`src/design/awlr_pkg.sv`:
```
// awlr_pkg: shared types and constants of the area-weighted line rebinning block
// no dependencies; imported by every module of the block
package awlr_pkg;

    localparam int CFG_W = 11;   // size register width
    localparam int IDX_W = 10;   // sample position / bin number
    localparam int SMP_W = 16;   // stored sample
    localparam int VAL_W = 34;   // bin value, eight fraction bits
    localparam int POS_W = 22;   // position on the common integer axis
    localparam int ACC_W = 28;   // overlap-weighted sum
    localparam int NUM_W = 36;   // dividend of the serial divider
    localparam int CNT_W = 6;    // divider step counter

    localparam logic REG_INPUT_SIZE  = 1'b0;
    localparam logic REG_OUTPUT_SIZE = 1'b1;

    typedef enum logic [1:0] {
        KIND_LOAD,
        KIND_BIN,
        KIND_OOR
    } t_kind;

    typedef struct packed {
        t_kind                    kind;
        logic [IDX_W-1:0]         index;
        logic signed [SMP_W-1:0]  sample;
    } t_item;

    typedef struct packed {
        logic  valid;
        t_item item;
    } t_qhead;

    typedef enum logic [3:0] {
        ST_IDLE,
        ST_MULB,
        ST_D1GO,
        ST_D1WAIT,
        ST_RD,
        ST_MUL,
        ST_ACC,
        ST_D2GO,
        ST_D2WAIT
    } t_state;

endpackage

```
`src/design/awlr_front.sv`:
```
// awlr_front: takes commands, classifies them and queues them for the back end
// depends on awlr_pkg
module awlr_front
    import awlr_pkg::*;
#(
    parameter int MAX_SAMPLES = 1024
) (
    input  logic                     i_clk,
    input  logic                     i_rst_n,
    input  logic                     i_start,
    input  logic                     i_operation,
    input  logic [IDX_W-1:0]         i_index,
    input  logic signed [SMP_W-1:0]  i_sample,
    input  logic [CFG_W-1:0]         i_osz,
    input  logic                     i_pop,
    output logic                     o_busy,
    output t_qhead                   o_head
);

    t_item      r_q [2];
    logic       r_wp;
    logic       r_rp;
    logic [1:0] r_cnt;
    logic       w_push;
    logic       w_pop;
    logic       w_keep;
    t_item      w_item;

    always_comb begin
        w_item.index  = i_index;
        w_item.sample = i_sample;
        w_keep        = 1'b1;
        if (!i_operation) begin
            w_item.kind = KIND_LOAD;
            // loads past the store are dropped here
            w_keep      = ({22'b0, i_index} < MAX_SAMPLES);
        end else if ({1'b0, i_index} >= i_osz) begin
            w_item.kind = KIND_OOR;
        end else begin
            w_item.kind = KIND_BIN;
        end
        o_busy = (r_cnt == 2'd2);
        w_push = i_start && !o_busy && w_keep;
        w_pop  = i_pop && (r_cnt != 2'd0);
        o_head.valid = (r_cnt != 2'd0);
        o_head.item  = r_q[r_rp];
    end

    always_ff @(posedge i_clk) begin
        if (w_push) begin
            r_q[r_wp] <= w_item;
        end
    end

    always_ff @(posedge i_clk) begin
        if (!i_rst_n) begin
            r_wp  <= 1'b0;
            r_rp  <= 1'b0;
            r_cnt <= 2'd0;
        end else begin
            if (w_push) begin
                r_wp <= ~r_wp;
            end
            if (w_pop) begin
                r_rp <= ~r_rp;
            end
            case ({w_push, w_pop})
                2'b10:   r_cnt <= r_cnt + 2'd1;
                2'b01:   r_cnt <= r_cnt - 2'd1;
                default: r_cnt <= r_cnt;
            endcase
        end
    end

endmodule

```
`config.mk`:
```
export PLATFORM = sky130hd
export DESIGN_NAME = awlr_front
export DESIGN_NICKNAME = d
export VERILOG_FILES = /design/src/design/awlr_pkg.sv /design/src/design/awlr_front.sv
export SDC_FILE = /design/constraint.sdc
export NUM_CORES = 1
export LEC_CHECK = 0
export BUFFER_PORTS_ARGS = -buffer_cell sky130_fd_sc_hd__buf_4
export CAP_MARGIN = 20
export CORE_ASPECT_RATIO = 1.4
export CORE_UTILIZATION = 35
export DETAILED_ROUTE_END_ITERATION = 16
export PLACE_DENSITY = 0.57
export SETUP_SLACK_MARGIN = 0.05
export SYNTH_ARGS = -nofsm -noshare
export SYNTH_HDL_FRONTEND = slang
export SYNTH_SLANG_ARGS = --single-unit
```
`constraint.sdc`:
```
create_clock -name i_clk -period 2.58 [get_ports i_clk]
set_input_delay 0.516 -clock i_clk [delete_from_list [all_inputs] [get_ports i_clk]]
set_output_delay 0.516 -clock i_clk [all_outputs]
set_load 0.005 [all_outputs]
```
==> flow_summary.ini, run 1 <==
[status]
status = finished, final reports clean

[cells_and_area]
final_common_cell = buf_4
layout_common_cells = 75 x buf_4, 56 x edfxtp_1, 28 x mux2_2
synthToLayoutAreaGrowth_pct = 33.8
fin_util = 0.485
nets = 283
diodes = 0
drive_gt1_frac = 0.511

[routing]
wl_per_cell_um = 13.4
dr.pass1.iters = 6
drt_wl_total_um = 4440
viasPerCell = 4.45
via_count = 1467
ant_nets = 0
drc = 0
drt_iter0_drc = 54

[die]
fp.coreArea_um2 = 6940
die-width_um = 73.6
die_h_um = 102
dieArea_um2 = 7530
top_level_ports = 72
start_util = 0.363
rows = 36

[sta]
period_needed_ns = 1.92
tns_ns = 0
period_share = 0.743
slew_headroom = 0.735
rsz0062_at_grt = no
clock_skew_ns = 0.00413
clock.fmax_mhz = 522
worstMarginPinSlew_ns = 0.397
hold_slack_ns = 0.365
hold_viol = 0
final_max_slew_viol_count = 0
setup_viol = 0

[yosys]
yosysSeqAreaShare = 0.708
synthXorXnorAreaFrac = 0.0169
synth_compound_area_frac = 0.0279
synth_top_family_by_area = multiplexers
yosysUniqueCellTypes = 27
synth-simple-area-share = 0.0433
synth-seq-cells = 61
yosysWarnings = 0
synthCells = 147
synth_mux_area_frac = 0.125
synth_area_per_cell_um2 = 17.1
netlist_area_um2 = 2510
synth_fa_ha_area_frac = 0.0547
synthesis.nets = 200

[worst_setup_path]
slowest_delay_ns = 0.37
cp_max_fo = 15
cpMaxStageDelayCell = mux2_2
end_kind = primary output
cp-start-kind = register
cp.required_ns = 2.06
path_class = reg -> out
path_common_cell = buf_4
critical_path_arrival_ns = 1.40
path_cells = buf_4, mux2_2, buf_4

[power]
combPwrFrac = 0.299
powerDensity_nw_per_um2 = 901
peakVddDrop_v = 0.000461
seqPwrFrac = 0.441
power.switching_w = 0.000777
p_clk_frac = 0.260
swShare = 0.256
p_leak_nw = 1.36
p_int_w = 0.00225

[cts]
hold_buffers = 0
postCtsSetupBuffers = 0
cts_resized = 0
clock_latency_ns = 0.33
tritoncts = yes
htree_levels = 3
ctsRootBufferMaster = clkbuf_8
numCtsBuffers = 9
clockBufferDepth = 2
clock-sinks = 61
path_clk_slew_ns = 0.07

[global_routing]
grt-ovfl-total = 0
grt_pass1_vias = 1502
grt_pass1_wl_um = 6690
grt_antenna_before_repair = 0
grt_start_max_net_pins = 29
grt.total_usage = 0.128

[run]
maxCapViolCount = 0

[placed_design]
gp_congestion = 0.741
portBuffers = 71
dpl.hpwl_um = 3060

[worst_hold_path]
holdCritPathClass = in -> reg
## state kept, by name, summed over array words and instances (netlist names), named ones only
signal and count:
r_q 56, r_cnt 2, r_rp 1, r_wp 1
## power groups by stage
stage / Clock, W / Sequential [W] / Combinational, W
after floorplan: 0 / 0.00135 / 0.000501
after global placement: 0 / 0.00135 / 0.000932
after detailed placement: 0 / 0.00136 / 0.000931
after CTS: 0.000818 / 0.00134 / 0.000936
after global routing: 0.000854 / 0.00135 / 0.00100
final: 0.000787 / 0.00134 / 0.000908
## synthesized netlist by cell type (all sizes together)
master  count  area, µm²
a21boi      2       15.0
a21o        2       15.0
o22a        1       8.76
dfxtp       5        100
or3         1       6.26
nor2        1       3.75
and4b       1       10.0
nor2b       2       12.5
and4        1       8.76
inv        11       41.3
o21ai       2       10.0
and2        3       21.3
edfxtp     56       1680
mux2       28        315
ha         11        138
a31oi       1       6.26
or2         1       6.26
and3        2       12.5
nand2       4       15.0
buf         3       17.5
xnor2       4       42.6
a21oi       3       15.0
nand2b      2       12.5
## cells by family (layout without fill, tap and decap cells)
logic type               Yosys count  after routing
AND/OR/NAND/NOR                   18             18
XOR/XNOR                           4              4
buffers and inverters             14            102
AO/OA/AOI/OAI                     11             11
multiplexers                      28             28
adder cells (fa/ha/maj)           11             11
flip-flops                        61             61
## path summary, 6_finish.rpt
check                                            from  slack, ns  cells after the start                    end
worst max-delay path                         register       0.66                      3              o_head[0]
worst min register to register  r_cnt[1]$_SDFFE_PN0P_       0.50                      2  r_cnt[1]$_SDFFE_PN0P_
worst min-delay path                     i_sample[15]       0.36                      1   r_q[1][15]$_DFFE_PP_
worst max register to register  r_cnt[0]$_SDFFE_PN0P_       0.90                      5  r_cnt[1]$_SDFFE_PN0P_
## through the flow
step           instance area (µm²)  instances  total power, W  worst slack [ns]
2_1_floorplan                 2510        147         0.00185             0.363
3_5_place_dp                  3180        314         0.00229             0.590
6_report                      3360        330         0.00303             0.663
5_1_grt                       3360        330         0.00321             0.572
3_3_place_gp                  3180        314         0.00228             0.636
4_1_cts                       3360        330         0.00309             0.618
## cell type report
type,count,area [µm²]
Multi-Input combinational cell,72,677
Clock buffer,11,131
Tap cell,95,119
Clock inverter,5,51.3
Timing Repair Buffer,75,563
Inverter,11,41.3
Sequential cell,61,1780
Fill cell,664,3570
## per-layer routing
metal	share of wire	up-vias	GRT usage
met5	0	-	0
met4	0.021	0	0.0932
met3	0.045	7	0.0375
met2	0.56	39	0.219
met1	0.38	708	0.130
li1	-	713	-
## worst max-delay path: cells and delay by family (launching register included)
| family | cells | cell delay (ns) |
|---|---|---|
| buffers and inverters | 2 | 0.38 |
| flip-flops | 1 | 0.33 |
| multiplexers | 1 | 0.37 |
Power figures use the tool's default switching activity.
==> inputs of run 2 (changes only) <==
Clock period 2.58 ns to 1.8 ns, I/O delays scaled along.
==> flow_summary.ini, run 2 (same netlist as run 1, synthesis figures left out) <==
[sta]
hold_slack_ns = 0.211
period_share = 0.955
tns_ns = 0
hold_viol = 0
worstMarginPinSlew_ns = 0.257
slew_headroom = 0.827
period_needed_ns = 1.72
final_max_slew_viol_count = 0
setup_viol = 0
rsz0062_at_grt = yes
clock_skew_ns = 0.00497
clock.fmax_mhz = 582

[power]
combPwrFrac = 0.309
p_leak_nw = 1.40
powerDensity_nw_per_um2 = 1320
seqPwrFrac = 0.422
swShare = 0.255
p_int_w = 0.00341
peakVddDrop_v = 0.000647
p_clk_frac = 0.269
power.switching_w = 0.00117

[die]
top_level_ports = 72
rows = 36
die-width_um = 73.6
fp.coreArea_um2 = 6940
die_h_um = 102
dieArea_um2 = 7530
start_util = 0.363

[worst_setup_path]
path_class = reg -> out
r2r_slack_ns = 0.13
end_kind = primary output
reg2reg_depth = 5
r2r-end = r_cnt[1]$_SDFFE_PN0P_
cp.required_ns = 1.44
rr_startpoint = r_cnt[1]$_SDFFE_PN0P_
cp-start-kind = register
cp_max_fo = 12
endpoint = o_head[3]
critical_path_arrival_ns = 1.36

[routing]
drt_iter0_drc = 66
drt_wl_total_um = 4540
drc = 0
via_count = 1452
viasPerCell = 4.37
ant_nets = 0
dr.pass1.iters = 3
wl_per_cell_um = 13.7

[cts]
clock_latency_ns = 0.33
tritoncts = yes
clockBufferDepth = 2
htree_levels = 3
ctsRootBufferMaster = clkbuf_8
path_clk_slew_ns = 0.07
numCtsBuffers = 9
clock-sinks = 61
hold_buffers = 0

[global_routing]
grt_antenna_before_repair = 0
grt-ovfl-total = 0
grt.total_usage = 0.135
grt_pass1_wl_um = 7090
grt_start_max_net_pins = 25
grt_pass1_vias = 1492

[placed_design]
gp_congestion = 0.693
dpl.hpwl_um = 3200
portBuffers = 71
dp_cells = 315

[cells_and_area]
fin_cells = 332
max_flop_register = r_q
nets = 285
drive_gt1_frac = 0.532
diodes = 0
reg_top3 = r_q: 56 flops, r_cnt: 2 flops
largest_register_ffs = 56
synthToLayoutAreaGrowth_pct = 37.6
fill_cells = 653
final_common_cell = buf_4
layout_common_cells = 74 x buf_4, 56 x edfxtp_1, 28 x mux2_2

[worst_hold_path]
holdCritPathClass = in -> reg

[status]
status = finished, final reports clean

[run]
maxCapViolCount = 0
-- run 2: layout make-up --
cell class	count	area, µm²	area share
flip-flops and latches	61	1790	0.516
multi-input cells	72	682	0.197
repair buffers	77	623	0.180
clock buffers	11	151	0.0437
well taps	95	119	0.0343
clock inverters	5	58.8	0.0170
inverters	11	41.3	0.0119
-- run 2: timing repair --
action	in CTS	in global routing
cloned	1	0
gates resized for setup	3	0
setup buffers	0	0
endpoints found under the setup margin	24	26
-- run 2: critical path: stages, from the launching register on --
cell     delay, ns
dfxtp_4       0.39
buf_12        0.15
mux2_2        0.35
buf_4         0.14
-- run 2: routing by layer --
| layer | GRT usage | part of all wire | vias up | routed length, µm |
|---|---|---|---|---|
| met4 | 0.0799 | 0.026 | 0 | 119 |
| met1 | 0.140 | 0.37 | 683 | 1690 |
| met2 | 0.242 | 0.56 | 38 | 2550 |
| met3 | 0.0355 | 0.039 | 10 | 177 |
| met5 | 0 | 0 | - | 0 |
| li1 | - | - | 721 | - |
-- run 2: metrics by stage --
step	instance area (µm²)	utilization	total power [W]	setup slack, ns
final	3460	0.499	0.00458	0.0806
after global routing	3460	0.499	0.00486	0.0209
after CTS	3460	0.499	0.00467	0.0478
after detailed placement	3220	0.464	0.00335	0.0624
after global placement	3220	0.464	0.00334	0.0750
after floorplan	2520	-	0.00265	0.151
-- run 2: worst min path at each step --
| stage | start | cells after the start | slack, ns | endpoint |
|---|---|---|---|---|
| finish | i_sample[15] | 1 | 0.21 | r_q[1][15]$_DFFE_PP_ |
| global route | i_sample[3] | 1 | 0.18 | r_q[0][3]$_DFFE_PP_ |
| CTS | i_sample[15] | 1 | 0.19 | r_q[1][15]$_DFFE_PP_ |
| detailed placement | r_cnt[1]$_SDFFE_PN0P_ | 2 | 0.51 | r_cnt[1]$_SDFFE_PN0P_ |
| global placement | r_cnt[1]$_SDFFE_PN0P_ | 2 | 0.49 | r_cnt[1]$_SDFFE_PN0P_ |
| floorplan | i_sample[0] | 0 | 0.46 | r_q[0][0]$_DFFE_PP_ |
-- run 2: power by group through the flow --
stage,sequential (W),combinational [W],clock (W)
after floorplan,0.00193,0.000725,0
after global placement,0.00194,0.00140,0
after detailed placement,0.00195,0.00140,0
after CTS,0.00194,0.00146,0.00127
after global routing,0.00196,0.00154,0.00135
final,0.00194,0.00141,0.00123
